$ cat src/design/pbp_pkg.sv
// Package for the point box projection filter: request and result structs,
// box and configuration types, action and register codes. No dependencies.
`default_nettype none
package pbp_pkg;

  localparam int SIDE_W  = 14;
  localparam int COORD_W = 12;
  localparam int DIV_N   = 41;
  localparam int CFG_A_W = 3;
  localparam int CFG_D_W = 32;

  localparam logic [1:0] ACT_FRAME = 2'd0;
  localparam logic [1:0] ACT_BOX   = 2'd1;
  localparam logic [1:0] ACT_POINT = 2'd2;

  localparam logic [CFG_A_W-1:0] REG_FOCAL_X  = 3'd0;
  localparam logic [CFG_A_W-1:0] REG_FOCAL_Y  = 3'd1;
  localparam logic [CFG_A_W-1:0] REG_CENTER_X = 3'd2;
  localparam logic [CFG_A_W-1:0] REG_CENTER_Y = 3'd3;
  localparam logic [CFG_A_W-1:0] REG_SKEW_X   = 3'd4;
  localparam logic [CFG_A_W-1:0] REG_SKEW_Y   = 3'd5;
  localparam logic [CFG_A_W-1:0] REG_WANTED   = 3'd6;

  typedef struct packed {
    logic [1:0]         action;
    logic [12:0]        frame_width;
    logic [12:0]        frame_height;
    logic [11:0]        corner_x1;
    logic [11:0]        corner_y1;
    logic [11:0]        corner_x2;
    logic [11:0]        corner_y2;
    logic signed [31:0] point_x;
    logic signed [31:0] point_y;
    logic signed [31:0] point_z;
  } in_item_t;

  typedef struct packed {
    logic signed [31:0] kept_x;
    logic signed [31:0] kept_y;
    logic signed [31:0] kept_z;
    logic [11:0]        pixel_col;
    logic [11:0]        pixel_row;
  } out_item_t;

  typedef struct packed {
    logic signed [31:0] px;
    logic signed [31:0] py;
    logic signed [31:0] pz;
  } pt_t;

  typedef struct packed {
    logic [COORD_W-1:0] xl;
    logic [COORD_W-1:0] yl;
    logic [COORD_W-1:0] xh;
    logic [COORD_W-1:0] yh;
  } box_t;

  typedef struct packed {
    logic [31:0]        focal_x;
    logic [31:0]        focal_y;
    logic signed [31:0] center_x;
    logic signed [31:0] center_y;
    logic signed [31:0] skew_x;
    logic signed [31:0] skew_y;
    logic [4:0]         wanted;
  } cfg_t;

  typedef struct packed {
    logic full;
    logic empty;
    logic busy;
  } q_ctl_t;

endpackage
`default_nettype wire

$ cat src/design/pbp_queue.sv
// Two-entry request queue between front and back of the filter.
// Depends on pbp_pkg for the point type.
`default_nettype none
module pbp_queue (
  input  wire logic         clk,
  input  wire logic         rst_n,
  input  wire logic         push,
  input  wire pbp_pkg::pt_t push_data,
  input  wire logic         pop,
  output pbp_pkg::pt_t      pop_data,
  output logic              full,
  output logic              empty
);
  pbp_pkg::pt_t mem_r [2];
  logic       wp_r, rp_r;
  logic [1:0] cnt_r;

  always_ff @(posedge clk) begin
    if (!rst_n) begin
      wp_r  <= 1'b0;
      rp_r  <= 1'b0;
      cnt_r <= 2'd0;
    end else begin
      if (push) wp_r <= ~wp_r;
      if (pop)  rp_r <= ~rp_r;
      cnt_r <= cnt_r + {1'b0, push} - {1'b0, pop};
    end
  end

  always_ff @(posedge clk) begin
    if (push) mem_r[wp_r] <= push_data;
  end

  assign pop_data = mem_r[rp_r];
  assign full     = cnt_r == 2'd2;
  assign empty    = cnt_r == 2'd0;
endmodule
`default_nettype wire

$ cat config.mk
export PLATFORM = sky130hd
export DESIGN_NAME = pbp_queue
export DESIGN_NICKNAME = d
export VERILOG_FILES = /design/src/design/pbp_pkg.sv /design/src/design/pbp_queue.sv
export SDC_FILE = /design/constraint.sdc
export NUM_CORES = 1
export LEC_CHECK = 0
export BUFFER_PORTS_ARGS = -buffer_cell sky130_fd_sc_hd__buf_2
export CAP_MARGIN = 20
export CORE_MARGIN = 3
export CORE_UTILIZATION = 56
export DETAILED_ROUTE_END_ITERATION = 10
export PLACE_DENSITY = 0.86
export SETUP_SLACK_MARGIN = 0.5
export SYNTH_ARGS = -nofsm -noshare
export SYNTH_HDL_FRONTEND = slang
export SYNTH_SLANG_ARGS = --single-unit
export TNS_END_PERCENT = 30
$ cat constraint.sdc
create_clock -name clk -period 11 [get_ports clk]
set_clock_uncertainty 0.2 [all_clocks]
set_input_delay 1.1 -clock clk [delete_from_list [all_inputs] [get_ports clk]]
set_output_delay 1.1 -clock clk [all_outputs]
set_load 0.005 [all_outputs]
==> impl_metrics.yaml <==
critical_path:
  cp_max_fo: 50
  slowest_delay_ns: 0.79
  cp.buffers_inverters: 2
  worstPathRequired_ns: 9.70
  rrSetupSlack_ns: 8.74
  cp-start-kind: "register"
  end_kind: "output port"
  critPathTopFamily: "buffers and inverters"
  crit_type: "reg2out"
  path_cells: "buf_4 -> mux2_2 -> buf_2"
  arrival_ns: 2.55
  critPathSlowestCell: "dfxtp_4"
pwr:
  vdd_ir_drop_max_v: 0.0001257
  powerDensity_nw_per_um2: 182.3
  p_int_uw: 1315
  swShare: 0.2040
  p_leak_uw: 0.003500
  netSwitchingPower_uw: 336.8
  p_seq_frac: 0.536
  clockPowerShare: 0.368
  p_comb_frac: 0.096
clock_network:
  hold_buffers: 0
  cts.clk_slew.worst_paths_ns: 0.06
  cts_tree: "built"
  root_buffer: "clkbuf_16"
  clockBufferDepth: 2
  htree_levels: 4
  cts_resized: 0
  cts_made_buffers: 17
  cts_setup_buffers: 0
  clkSinkCount: 197
  clk_latency_ns: 0.41
timing:
  slew_viol_final: 0
  relSlewSlack: 0.3097
  rsz0062_at_grt: "no"
  setup_viol: 0
  finalCritPeriodShare: 0.3498
  hold_violations: 0
  fmax_mhz: 259.9
  final.setup.tns_ns: 0
  layout_min_cycle_time_ns: 3.848
  worst_slew_pin_slew_ns: 1.035
detailed_routing:
  drtAntennaViolNets: 0
  wl_per_cell_um: 17.87
  routed-wl-met2_mm: 6.569
  top_layer: "met4"
  vias: 3652
  drc: 0
  dr.pass1.iters: 4
  m1WireLength_mm: 4.978
  drtIter0Drc: 266
  wl_met3_mm: 1.032
  via_per_inst: 5.115
  drt-total-wl_mm: 12.76
floorplanning:
  rows: 41
  die_w_um: 120.6
  die_h_um: 120.6
  dieArea_um2: 14540
  initial_core_util: 0.5780
  pin_count: 198
  core-area_um2: 12720
synthesis:
  synth_nets: 422
  ys_types: 16
  synth-seq-cells: 197
  syn_inst: 320
  syn_avg_cell_area_um2: 22.98
  ys_seq_area_frac: 0.7977
  yosysWarningCount: 0
  synth_area_um2: 7353
global_routing:
  overflow: 0
  antenna_found_initial: 0
  grt_pass1_wl_mm: 19.64
  grt_max_degree: 77
  grt_usage: 0.1799
  grt_pass1_vias: 3903
final_layout:
  area_growth_pct: 23.16
  layout-drive-gt1-share: 0.6052
  n_fill_cell: 805
  layout.nets: 631
  post-route-util: 0.7118
  fin_area_um2: 9056
  antenna_cells: 0
placement:
  gp_congestion: 0.7691
  place_area_um2: 8467
  numPortBuffers: 197
  dp_hpwl_mm: 8.751
flow_run:
  maxCapViolCount: 0
worst_hold_path:
  hp-class: "reg2reg"
run_status:
  status: "completed"
power by group through the flow:
stage          Clock [uW]  Sequential [uW]  Combinational, uW
5_1_grt               655              889                173
3_5_place_dp            0              903                161
4_1_cts               620              886                161
3_3_place_gp            0              899                155
6_report              607              885                159
2_1_floorplan           0              895                101
through the flow:
step           instances  hold slack [ns]  power [uW]  setup slack, ns
6_report             714           0.3669        1651            7.152
5_1_grt              714           0.3972        1716            7.006
4_1_cts              714           0.3666        1668            7.109
3_5_place_dp         682           0.3555        1063            7.561
3_3_place_gp         682           0.3578        1054            7.606
2_1_floorplan        320           0.3546       995.5            4.924
cell usage in the layout, fill, tap and decap left out:
| cell | instances |
|---|---|
| clkinv_2 | 2 |
| nor2b_1 | 3 |
| inv_1 | 2 |
| and2_4 | 1 |
| o21a_1 | 1 |
| ha_1 | 2 |
| clkinv_4 | 1 |
| nor2_1 | 1 |
| xor2_1 | 1 |
| nor2b_4 | 1 |
| mux2_2 | 56 |
| xnor3_1 | 1 |
| dfxtp_4 | 1 |
| clkbuf_1 | 2 |
| mux2_4 | 40 |
| clkinv_1 | 2 |
| clkbuf_16 | 17 |
| buf_2 | 197 |
| dfxtp_1 | 4 |
| buf_4 | 4 |
| inv_6 | 2 |
| clkinvlp_4 | 3 |
| edfxtp_1 | 192 |
| and2_1 | 3 |
| bufinv_16 | 3 |
final cells by class:
type | count | area [um^2] | area share
Multi-Input combinational cell | 110 | 1359 | 0.1500
Sequential cell | 197 | 5869 | 0.6481
Inverter | 2 | 7.507 | 0.0008290
Timing Repair Buffer | 201 | 1016 | 0.1122
Clock inverter | 13 | 156.4 | 0.01727
Tap cell | 172 | 215.2 | 0.02376
Clock buffer | 19 | 432.9 | 0.04780
cells by family (layout without fill, tap and decap cells):
| group | after synthesis | in the layout | share of synthesized area |
|---|---|---|---|
| muxes | 96 | 96 | 0.1674 |
| AOI/OAI and AO/OA | 1 | 1 | 0.001021 |
| and+or+nand+nor | 9 | 9 | 0.007315 |
| buffers and inverters | 13 | 235 | 0.01889 |
| adders and majority gates | 2 | 2 | 0.003403 |
| DFF | 197 | 197 | 0.7977 |
| xor gates and xnor gates | 2 | 2 | 0.004254 |
layer usage:
metal / up-vias / track usage
met2: 153 / 0.3028
met1: 1800 / 0.2147
met4: 0 / 0.06870
li1: 1684 / -
met3: 15 / 0.06268
met5: - / 0
final timing paths:
| check | from | end | depth (start not counted) |
|---|---|---|---|
| setup reg to reg | wp_r | mem_r[1][72] | 2 |
| setup / recovery | register | pop_data[37] | 3 |
| hold reg to reg | rp_r | register | 2 |
| hold / removal | rp_r | register | 2 |
registers in the layout (all words and copies together) (netlist names), named ones only:
register  cells
cnt_r         2
mem_r       192
rp_r          1
wp_r          1
synth_stat cells:
library cell / n / area [um^2]
edfxtp_1: 192 / 5766
xnor3_1: 1 / 22.52
mux2_4: 40 / 600.6
inv_1: 2 / 7.510
dfxtp_1: 5 / 100.1
buf_2: 5 / 25.02
nor2b_1: 4 / 25.02
buf_12: 4 / 80.08
o21a_1: 1 / 7.510
xor2_1: 1 / 8.760
buf_8: 1 / 15.01
ha_1: 2 / 25.02
and2_1: 4 / 25.02
nor2_1: 1 / 3.750
buf_6: 1 / 11.26
mux2_2: 56 / 630.6
worst min-delay path, stage by stage, from the launching register on:
cell and delay, ns:
dfxtp_1 0.32, xor2_1 0.07, and2_1 0.14
Note: power is estimated with default switching activity, not from simulation.
