<file path="src/design/pbp_pkg.sv">
// Package for the point box projection filter: request and result structs,
// box and configuration types, action and register codes. No dependencies.
`default_nettype none
package pbp_pkg;

  localparam int SIDE_W  = 14;
  localparam int COORD_W = 12;
  localparam int DIV_N   = 41;
  localparam int CFG_A_W = 3;
  localparam int CFG_D_W = 32;

  localparam logic [1:0] ACT_FRAME = 2'd0;
  localparam logic [1:0] ACT_BOX   = 2'd1;
  localparam logic [1:0] ACT_POINT = 2'd2;

  localparam logic [CFG_A_W-1:0] REG_FOCAL_X  = 3'd0;
  localparam logic [CFG_A_W-1:0] REG_FOCAL_Y  = 3'd1;
  localparam logic [CFG_A_W-1:0] REG_CENTER_X = 3'd2;
  localparam logic [CFG_A_W-1:0] REG_CENTER_Y = 3'd3;
  localparam logic [CFG_A_W-1:0] REG_SKEW_X   = 3'd4;
  localparam logic [CFG_A_W-1:0] REG_SKEW_Y   = 3'd5;
  localparam logic [CFG_A_W-1:0] REG_WANTED   = 3'd6;

  typedef struct packed {
    logic [1:0]         action;
    logic [12:0]        frame_width;
    logic [12:0]        frame_height;
    logic [11:0]        corner_x1;
    logic [11:0]        corner_y1;
    logic [11:0]        corner_x2;
    logic [11:0]        corner_y2;
    logic signed [31:0] point_x;
    logic signed [31:0] point_y;
    logic signed [31:0] point_z;
  } in_item_t;

  typedef struct packed {
    logic signed [31:0] kept_x;
    logic signed [31:0] kept_y;
    logic signed [31:0] kept_z;
    logic [11:0]        pixel_col;
    logic [11:0]        pixel_row;
  } out_item_t;

  typedef struct packed {
    logic signed [31:0] px;
    logic signed [31:0] py;
    logic signed [31:0] pz;
  } pt_t;

  typedef struct packed {
    logic [COORD_W-1:0] xl;
    logic [COORD_W-1:0] yl;
    logic [COORD_W-1:0] xh;
    logic [COORD_W-1:0] yh;
  } box_t;

  typedef struct packed {
    logic [31:0]        focal_x;
    logic [31:0]        focal_y;
    logic signed [31:0] center_x;
    logic signed [31:0] center_y;
    logic signed [31:0] skew_x;
    logic signed [31:0] skew_y;
    logic [4:0]         wanted;
  } cfg_t;

  typedef struct packed {
    logic full;
    logic empty;
    logic busy;
  } q_ctl_t;

endpackage
`default_nettype wire

</file>
<file path="src/design/pbp_front.sv">
// Front of the filter: accepts requests, keeps frame size and box list,
// forwards points to the queue. Depends on pbp_pkg.
`default_nettype none
module pbp_front #(
  parameter int MAX_BOXES = 16,
  parameter int MAX_SIDE  = 4096,
  localparam int CNT_W = $clog2(MAX_BOXES + 1)
) (
  input  wire logic                          clk,
  input  wire logic                          rst_n,
  input  wire logic                          in_valid,
  output logic                               in_stall,
  input  wire pbp_pkg::in_item_t             in_data,
  input  wire pbp_pkg::q_ctl_t               qs,
  output logic                               push,
  output pbp_pkg::pt_t                       push_data,
  output pbp_pkg::box_t [MAX_BOXES-1:0]      boxes,
  output logic [CNT_W-1:0]                   box_count,
  output logic [pbp_pkg::SIDE_W-1:0]         cols,
  output logic [pbp_pkg::SIDE_W-1:0]         rows
);
  localparam logic [pbp_pkg::SIDE_W-1:0] SIDE_MAX = pbp_pkg::SIDE_W'(MAX_SIDE);

  pbp_pkg::box_t [MAX_BOXES-1:0] box_r;
  logic [CNT_W-1:0]              cnt_r;
  logic [pbp_pkg::SIDE_W-1:0]    cols_r, rows_r;
  logic                          acc;
  logic [pbp_pkg::SIDE_W-1:0]    w_ext, h_ext;
  pbp_pkg::box_t                 nb;

  always_comb begin
    if (in_data.action == pbp_pkg::ACT_POINT) in_stall = qs.full;
    else in_stall = !(qs.empty && !qs.busy);
  end

  assign acc  = in_valid && !in_stall;
  assign push = acc && in_data.action == pbp_pkg::ACT_POINT;
  assign push_data = '{px: in_data.point_x, py: in_data.point_y, pz: in_data.point_z};

  assign w_ext = pbp_pkg::SIDE_W'(in_data.frame_width);
  assign h_ext = pbp_pkg::SIDE_W'(in_data.frame_height);

  always_comb begin
    nb.xl = (in_data.corner_x1 < in_data.corner_x2) ? in_data.corner_x1 : in_data.corner_x2;
    nb.xh = (in_data.corner_x1 < in_data.corner_x2) ? in_data.corner_x2 : in_data.corner_x1;
    nb.yl = (in_data.corner_y1 < in_data.corner_y2) ? in_data.corner_y1 : in_data.corner_y2;
    nb.yh = (in_data.corner_y1 < in_data.corner_y2) ? in_data.corner_y2 : in_data.corner_y1;
  end

  always_ff @(posedge clk) begin
    if (!rst_n) begin
      cnt_r  <= '0;
      cols_r <= '0;
      rows_r <= '0;
    end else if (acc) begin
      if (in_data.action == pbp_pkg::ACT_FRAME) begin
        cols_r <= (w_ext > SIDE_MAX) ? SIDE_MAX : w_ext;
        rows_r <= (h_ext > SIDE_MAX) ? SIDE_MAX : h_ext;
        cnt_r  <= '0;
      end else if (in_data.action == pbp_pkg::ACT_BOX && cnt_r < CNT_W'(MAX_BOXES)) begin
        cnt_r <= cnt_r + CNT_W'(1);
      end
    end
  end

  always_ff @(posedge clk) begin
    for (int i = 0; i < MAX_BOXES; i++) begin
      if (acc && in_data.action == pbp_pkg::ACT_BOX && cnt_r == CNT_W'(i)) box_r[i] <= nb;
    end
  end

  assign boxes     = box_r;
  assign box_count = cnt_r;
  assign cols      = cols_r;
  assign rows      = rows_r;
endmodule
`default_nettype wire

</file>
<file path="config.mk">
export PLATFORM = sky130hd
export DESIGN_NAME = pbp_front
export DESIGN_NICKNAME = d
export VERILOG_FILES = /design/src/design/pbp_pkg.sv /design/src/design/pbp_front.sv
export SDC_FILE = /design/constraint.sdc
export NUM_CORES = 1
export LEC_CHECK = 0
export BUFFER_PORTS_ARGS = -buffer_cell sky130_fd_sc_hd__buf_2
export CAP_MARGIN = 20
export CORE_AREA = 2 2 423 425
export DETAILED_ROUTE_END_ITERATION = 7
export DIE_AREA = 0 0 425 427
export GPL_TIMING_DRIVEN = 0
export RECOVER_POWER = 100
export SLEW_MARGIN = 20
export SYNTH_ARGS = -nofsm -noshare
export SYNTH_HDL_FRONTEND = slang
export SYNTH_SLANG_ARGS = --single-unit
</file>
<file path="constraint.sdc">
create_clock -name clk -period 14.7 [get_ports clk]
set_input_delay 2.205 -clock clk [delete_from_list [all_inputs] [get_ports clk]]
set_output_delay 2.205 -clock clk [all_outputs]
set_load 0.01 [all_outputs]
</file>
==> results.yml, run 1 <==
timing:
  setup_viol: 0
  fmax_ghz: 0.1483
  fin_crit_ns: 6.743
  fin_crit_sh_pct: 45.87
  tightest_slew_ns: 2.866
  fin_tns_setup_ns: 0
  slew-limit-headroom_pct: -91.09
  fin_skew_ns: 0.02910
  drv_slew: 303
  rsz0062_at_grt: "no"
  finalHoldViolCount: 0
detailed_routing:
  drc: 0
  drt_pre_antenna_iters: 4
  drtIter0Drc: 1217
  via_per_inst: 3.304
  wl_per_cell_um: 20.61
  drt.antenna.violating_nets: 0
  num_vias: 15580
  finalWirelength_um: 97170
clock_network:
  path_clk_slew_ns: 0.06
  clockBufferDepth: 3
  cts_setup_buffers: 0
  cts_resized: 0
  cts.sinks: 799
  hold_buffers: 0
  clkLatencyLatePin_ns: 0.68
  htreeDepth: 3
  cts-root-buf: "clkbuf_16"
  cts_tree: "built"
  cts-buffers-inserted: 82
worst_setup_path:
  path_max_fanout: 16
  r2r_setup_slack_ns: 9.67
  timing.rr.start: "box_count[2]"
  reg2reg_to: "boxes[722]"
  crit_type: "in2reg"
  ff2ff_path_depth: 5
  cp-start-kind: "input port"
  end_kind: "flip-flop"
  required_ns: 14.96
  cp.arrival_ns: 7.00
power:
  power_frac_seq_pct: 53.6
  powerDensity_nw_per_um2: 132.5
  swShare_pct: 21.84
  internal-power_mw: 3.710
  power.total_mw: 4.747
  p_comb_share_pct: 4.3
  leakage_nw: 11.11
  power.switching_mw: 1.037
  power.share.clock_pct: 42.1
  ir_drop_mv: 0.09155
synthesis:
  yosys_warnings: 0
  yosys.area.top_type: "edfxtp_1"
  syn_area_per_cell_um2: 22.80
  synth_seq_area_share_pct: 89.63
  synth_edf_count: 768
  ys_seq_elements: 799
  synth_cells: 1159
  yosys_most_used_dff: "edfxtp_1"
  netlist_area_um2: 26420
  synth.area.top_cells: "edfxtp_1 87%, buf_4 2.8%, dfxtp_1 2.3%"
  synth.distinct_cells: 41
  synth_top_area_share_pct: 87.29
  async_flop_share_pct: 0
floorplanning:
  start_util_pct: 14.91
  die_w_um: 425
  io_pins: 1077
  die-area_um2: 181500
  die_h_um: 427
  core_um2: 177300
  rows: 155
final_layout:
  multiInputGateArea_um2: 1730
  drive_gt1_share_pct: 12.70
  area_delta_synth_final_pct: 35.64
  utilization_pct: 20.22
  fin_area_um2: 35840
  seqCellArea_um2: 23680
  nNetsFinal: 2496
  nFillCells: 19220
global_routing:
  antenna_found_initial: 21
  grt_pass1_wl_um: 121600
  track_usage_pct: 9.810
  grt.met2_usage_pct: 19.07
  grt_max_degree: 26
  gr-total-overflow: 0
  grt-busiest-layer: "met2"
  grt_pass1_vias: 14580
  met3_usage_pct: 2.537
  use_met1_pct: 9.989
run_status:
  status: "finished, violations left"
  violations: "max-capacitance violations, max-slew violations"
min_path:
  min_path_type: "reg2reg"
  hold_start: "cols[6]"
  hold_end: "cols[6]"
  hold_path_depth: 1
placed_design:
  hpwl_um: 74660
  placed_area_um2: 35390
  routabilityCongestion: 0.8160
  io_buffers: 977
job:
  maxCapViolations: 21
[cell usage in the layout (no fill, tap or decap), drive strengths merged, types with 2 or more instances in the layout]
| master | Yosys | routed |
|---|---|---|
| or3 | 2 | 2 |
| ha | 27 | 27 |
| nor4 | 7 | 7 |
| bufinv | 0 | 3 |
| clkbuf | 9 | 1084 |
| nand2 | 12 | 12 |
| nor3 | 5 | 5 |
| mux2 | 49 | 49 |
| diode | 0 | 6 |
| nor2 | 30 | 30 |
| a21oi | 25 | 25 |
| a22o | 13 | 13 |
| o21ai | 5 | 5 |
| buf | 103 | 175 |
| nand4 | 3 | 3 |
| nand2b | 7 | 7 |
| clkinvlp | 0 | 5 |
| nand3 | 4 | 4 |
| edfxtp | 768 | 768 |
| dfxtp | 31 | 31 |
| o21a | 2 | 2 |
| conb | 1 | 2 |
| mux2i | 2 | 2 |
| nor3b | 13 | 13 |
| inv | 25 | 33 |
| clkinv | 1 | 32 |
| and3 | 3 | 3 |
[worst max-delay path by stage]
stage                            end  slack [ns]         start  cells past startpoint
after floorplan             boxes[0]        7.76         qs[0]                      6
after global placement    boxes[101]        0.98         qs[0]                      7
after detailed placement   boxes[49]        9.03         qs[0]                     11
after CTS                   in_stall        9.52  in_data[170]                      4
after global routing      boxes[620]        7.76         qs[0]                      9
final                     boxes[290]        7.96         qs[0]                      9
[logic make-up (layout without fill, tap and decap cells)]
kind of cell / Yosys count / in the layout / synth area share (%)
AOI/OAI and AO/OA: 52 / 52 / 1.316
adders and majority gates: 27 / 27 / 1.279
buffers and inverters: 138 / 1332 / 3.518
DFF: 799 / 799 / 89.63
muxes: 51 / 51 / 2.448
other: 1 / 8 / 0.01419
and+or+nand+nor: 91 / 91 / 1.790
[metal layers]
layer / wire [um] / part of all wire (%)
met1: 32970 / 34
met2: 54160 / 56
met3: 6676 / 6.9
met4: 3218 / 3.3
met5: 142 / 0.15
[power by group through the flow]
stage	registers (mW)	clock network [mW]	logic, mW
6_report	2.54	2.00	0.206
3_3_place_gp	2.59	0	0.230
4_1_cts	2.54	2.04	0.235
5_1_grt	2.54	2.12	0.226
2_1_floorplan	2.59	0	0.112
3_5_place_dp	2.59	0	0.234
[registers in the layout, indices dropped and copies added, names as in the netlist]
signal     cells
rows          13
boxes        768
cols          13
box_count      5
[worst max-delay path, cell delays in order]
cell and delay [ns]:
buf_2 0.10, nand2b_1 0.14, nor3b_1 0.44, and3_1 0.22
clkbuf_1 0.24, nand2_1 0.17, nor2_1 1.18, clkbuf_1 0.93
clkbuf_1 1.29
[stage by stage]
| step | worst slack (ns) | hold slack, ns | cells |
|---|---|---|---|
| 2_1_floorplan | 7.765 | 0.5223 | 1160 |
| 3_3_place_gp | 0.9766 | 0.4595 | 4492 |
| 3_5_place_dp | 9.033 | 0.4626 | 4562 |
| 4_1_cts | 9.515 | 0.4756 | 4709 |
| 5_1_grt | 7.760 | 0.4908 | 4714 |
| 6_report | 7.957 | 0.4815 | 4715 |
[cell usage after synthesis, types with 2 or more instances]
cell,instances
nand3_1,4
and3_1,3
buf_12,2
o21a_1,2
a21oi_1,25
mux2_2,29
mux2_4,20
inv_1,25
dfxtp_1,31
nand2_1,12
buf_2,2
mux2i_1,2
edfxtp_1,768
nor3b_1,13
nor4_1,7
buf_4,98
or3_1,2
nand4_1,3
o21ai_0,5
ha_1,27
a22o_1,13
clkbuf_1,8
nor3_1,5
nor2_1,30
nand2b_1,7
[layout make-up]
class | instances | share of cell area (%)
Clock inverter | 47 | 1.030
Sequential cell | 799 | 66.08
Timing Repair Buffer | 1047 | 11.23
Inverter | 26 | 0.2723
Clock buffer | 100 | 6.089
Tap cell | 2355 | 8.222
Antenna cell | 6 | 0.04189
Multi-Input combinational cell | 223 | 4.828
Buffer | 112 | 2.203
Note: power is estimated with default switching activity, not from simulation.
==> inputs of run 2 (changes only) <==
--- a/config.mk
+++ b/config.mk
@@ -7,9 +7,9 @@
 export LEC_CHECK = 0
 export BUFFER_PORTS_ARGS = -buffer_cell sky130_fd_sc_hd__buf_2
 export CAP_MARGIN = 20
-export CORE_AREA = 2 2 423 425
+export CORE_AREA = 2 2 415 417
 export DETAILED_ROUTE_END_ITERATION = 7
-export DIE_AREA = 0 0 425 427
+export DIE_AREA = 0 0 417 419
 export GPL_TIMING_DRIVEN = 0
 export RECOVER_POWER = 100
 export SLEW_MARGIN = 20
==> constraint.sdc (replaced) <==
create_clock -name clk -period 6.8 [get_ports clk]
set_input_delay 1.02 -clock clk [delete_from_list [all_inputs] [get_ports clk]]
set_output_delay 1.02 -clock clk [all_outputs]
set_load 0.01 [all_outputs]
==> run 2 against run 1 <==
First-iteration DRC count increased by 0.33%. Sequential power increased by 120%. Sequential cell count unchanged. Critical endpoint is now boxes[248]. Design area increased by 0.29%. Highest routed layer unchanged. Sequential share of layout area decreased by 0.19 points. Clock power increased by 130%. Global-route usage increased by 0.39 points. Worst hold slack got worse by 0.0029 ns. The flow still finishes with violations (max-capacitance violations, max-slew violations). Wire length decreased by 1.0%.
==> results.yml, run 2 (synthesis results as in run 1) <==
timing:
  tightest_slew_ns: 2.889
  fin_crit_ns: 5.286
  setup_viol: 0
  fmax_ghz: 0.1892
  slew-limit-headroom_pct: -92.58
  rsz0062_at_grt: "no"
  fin_worst_hold_slack_ns: 0.4786
  fin_skew_ns: 0.03240
  drv_slew: 226
  fin_crit_sh_pct: 77.73
  finalHoldViolCount: 0
floorplanning:
  io_pins: 1077
  core_um2: 170600
  rows: 152
  start_util_pct: 15.49
  die_w_um: 417
  die-area_um2: 174700
  die_h_um: 419
final_layout:
  nFillCells: 18240
  utilization_pct: 21.07
  drive_gt1_share_pct: 12.99
  nNetsFinal: 2496
  largest_reg_flops: 768
  stdcell_count: 4592
  area_delta_synth_final_pct: 36.03
  layout_common_cells: "990 x clkbuf_1, 768 x edfxtp_1, 105 x buf_4"
  final_common_cell: "clkbuf_1"
  fin_area_um2: 35940
detailed_routing:
  drtIter0Drc: 1221
  wl_per_cell_um: 20.94
  drt_pre_antenna_iters: 5
  via_per_inst: 3.404
  finalWirelength_um: 96160
  drt.antenna.violating_nets: 0
  num_vias: 15630
  drc: 0
worst_setup_path:
  cp_common_cell: "clkbuf_1"
  crit_type: "in2reg"
  timing.rr.start: "box_count[2]"
  cp-start-kind: "input port"
  cp.arrival_ns: 5.57
  r2r_setup_slack_ns: 1.84
  critPathMaxStageDelay_ns: 1.21
  cp_slowest_cell: "clkbuf_1"
  reg2reg_to: "boxes[728]"
  path_max_fanout: 17
  path_cells: "buf_2 -> nand2b_1 -> nor3b_1 -> and3_1 -> clkbuf_1 -> nand2_1 -> nor2_1 -> clkbuf_1 -> clkbuf_1"
  end_kind: "flip-flop"
  ff2ff_path_depth: 5
  required_ns: 7.08
clock_network:
  cts_tree: "built"
  cts.sinks: 799
  htreeDepth: 3
  clkLatencyLatePin_ns: 0.70
  cts_setup_buffers: 0
  cts-buffers-inserted: 82
  clockBufferDepth: 3
  cts_resized: 0
  path_clk_slew_ns: 0.06
  hold_buffers: 0
  cts-root-buf: "clkbuf_16"
placed_design:
  dp_cells: 4440
  routabilityCongestion: 0.8197
  hpwl_um: 73730
  placed_area_um2: 35260
  io_buffers: 977
min_path:
  min_path_type: "reg2reg"
  hold_end: "rows[5]"
  hold_start: "rows[5]"
  hold_path_depth: 1
global_routing:
  grt_pass1_vias: 14830
  grt_pass1_wl_um: 122800
  grt_max_degree: 27
  gr-total-overflow: 0
  antenna_found_initial: 11
  track_usage_pct: 10.20
run_status:
  violations: "max-capacitance violations, max-slew violations"
  status: "finished, violations left"
power:
  powerDensity_nw_per_um2: 291.9
  ir_drop_mv: 0.1893
  leakage_nw: 11.24
  power.total_mw: 10.49
job:
  maxCapViolations: 15
run 2: area by class of cell:
| class | count | area [um2] | area share [%] |
|---|---|---|---|
| antenna | 3 | 7.507 | 0.02089 |
| buffer | 112 | 789.5 | 2.197 |
| clock buffer | 104 | 2208 | 6.144 |
| clock inverter | 45 | 498.0 | 1.386 |
| inverter | 26 | 97.59 | 0.2715 |
| multi-input combinational | 223 | 1724 | 4.797 |
| sequential | 799 | 23680 | 65.89 |
| tap | 2233 | 2794 | 7.773 |
| timing repair buffer | 1047 | 4140 | 11.52 |
run 2: metal layers:
metal  vias up  routed length, um  global-route usage [%]
met5         -                 26                       0
met4         4               3353                   3.648
met3       151               5695                   2.340
met2       837              53290                   19.76
met1      7947              33790                   10.61
li1       6692                  -                       -
run 2: where the power goes:
part / leakage, nW / internal [mW] / switching, mW
Combinational: 2.78 / 0.112 / 0.332
Clock: 1.31 / 2.59 / 1.96
Sequential: 7.15 / 5.50 / 0.00192
Total: 11.2 / 8.20 / 2.29
run 2: how the worst max path moves through the flow:
stage               startpoint         end  slack, ns  cells past startpoint
global route             qs[0]  boxes[248]       1.33                      9
global placement         qs[0]    boxes[1]      -5.56                      7
finish                   qs[0]  boxes[248]       1.51                      9
floorplan                qs[0]    boxes[0]       1.05                      6
CTS                      qs[0]  boxes[169]       2.91                     13
detailed placement       qs[0]  boxes[169]       2.11                     13
run 2: critical path: cells and delay by family:
family,cells,cell delay [ns]
buf+inv,4,2.59
simple gates,5,1.85
run 2: through the flow:
stage           TNS, ns  setup WS (ns)
2_1_floorplan         0          1.050
3_3_place_gp   -1806.82         -5.561
3_5_place_dp          0          2.105
4_1_cts               0          2.906
5_1_grt               0          1.328
6_report              0          1.514
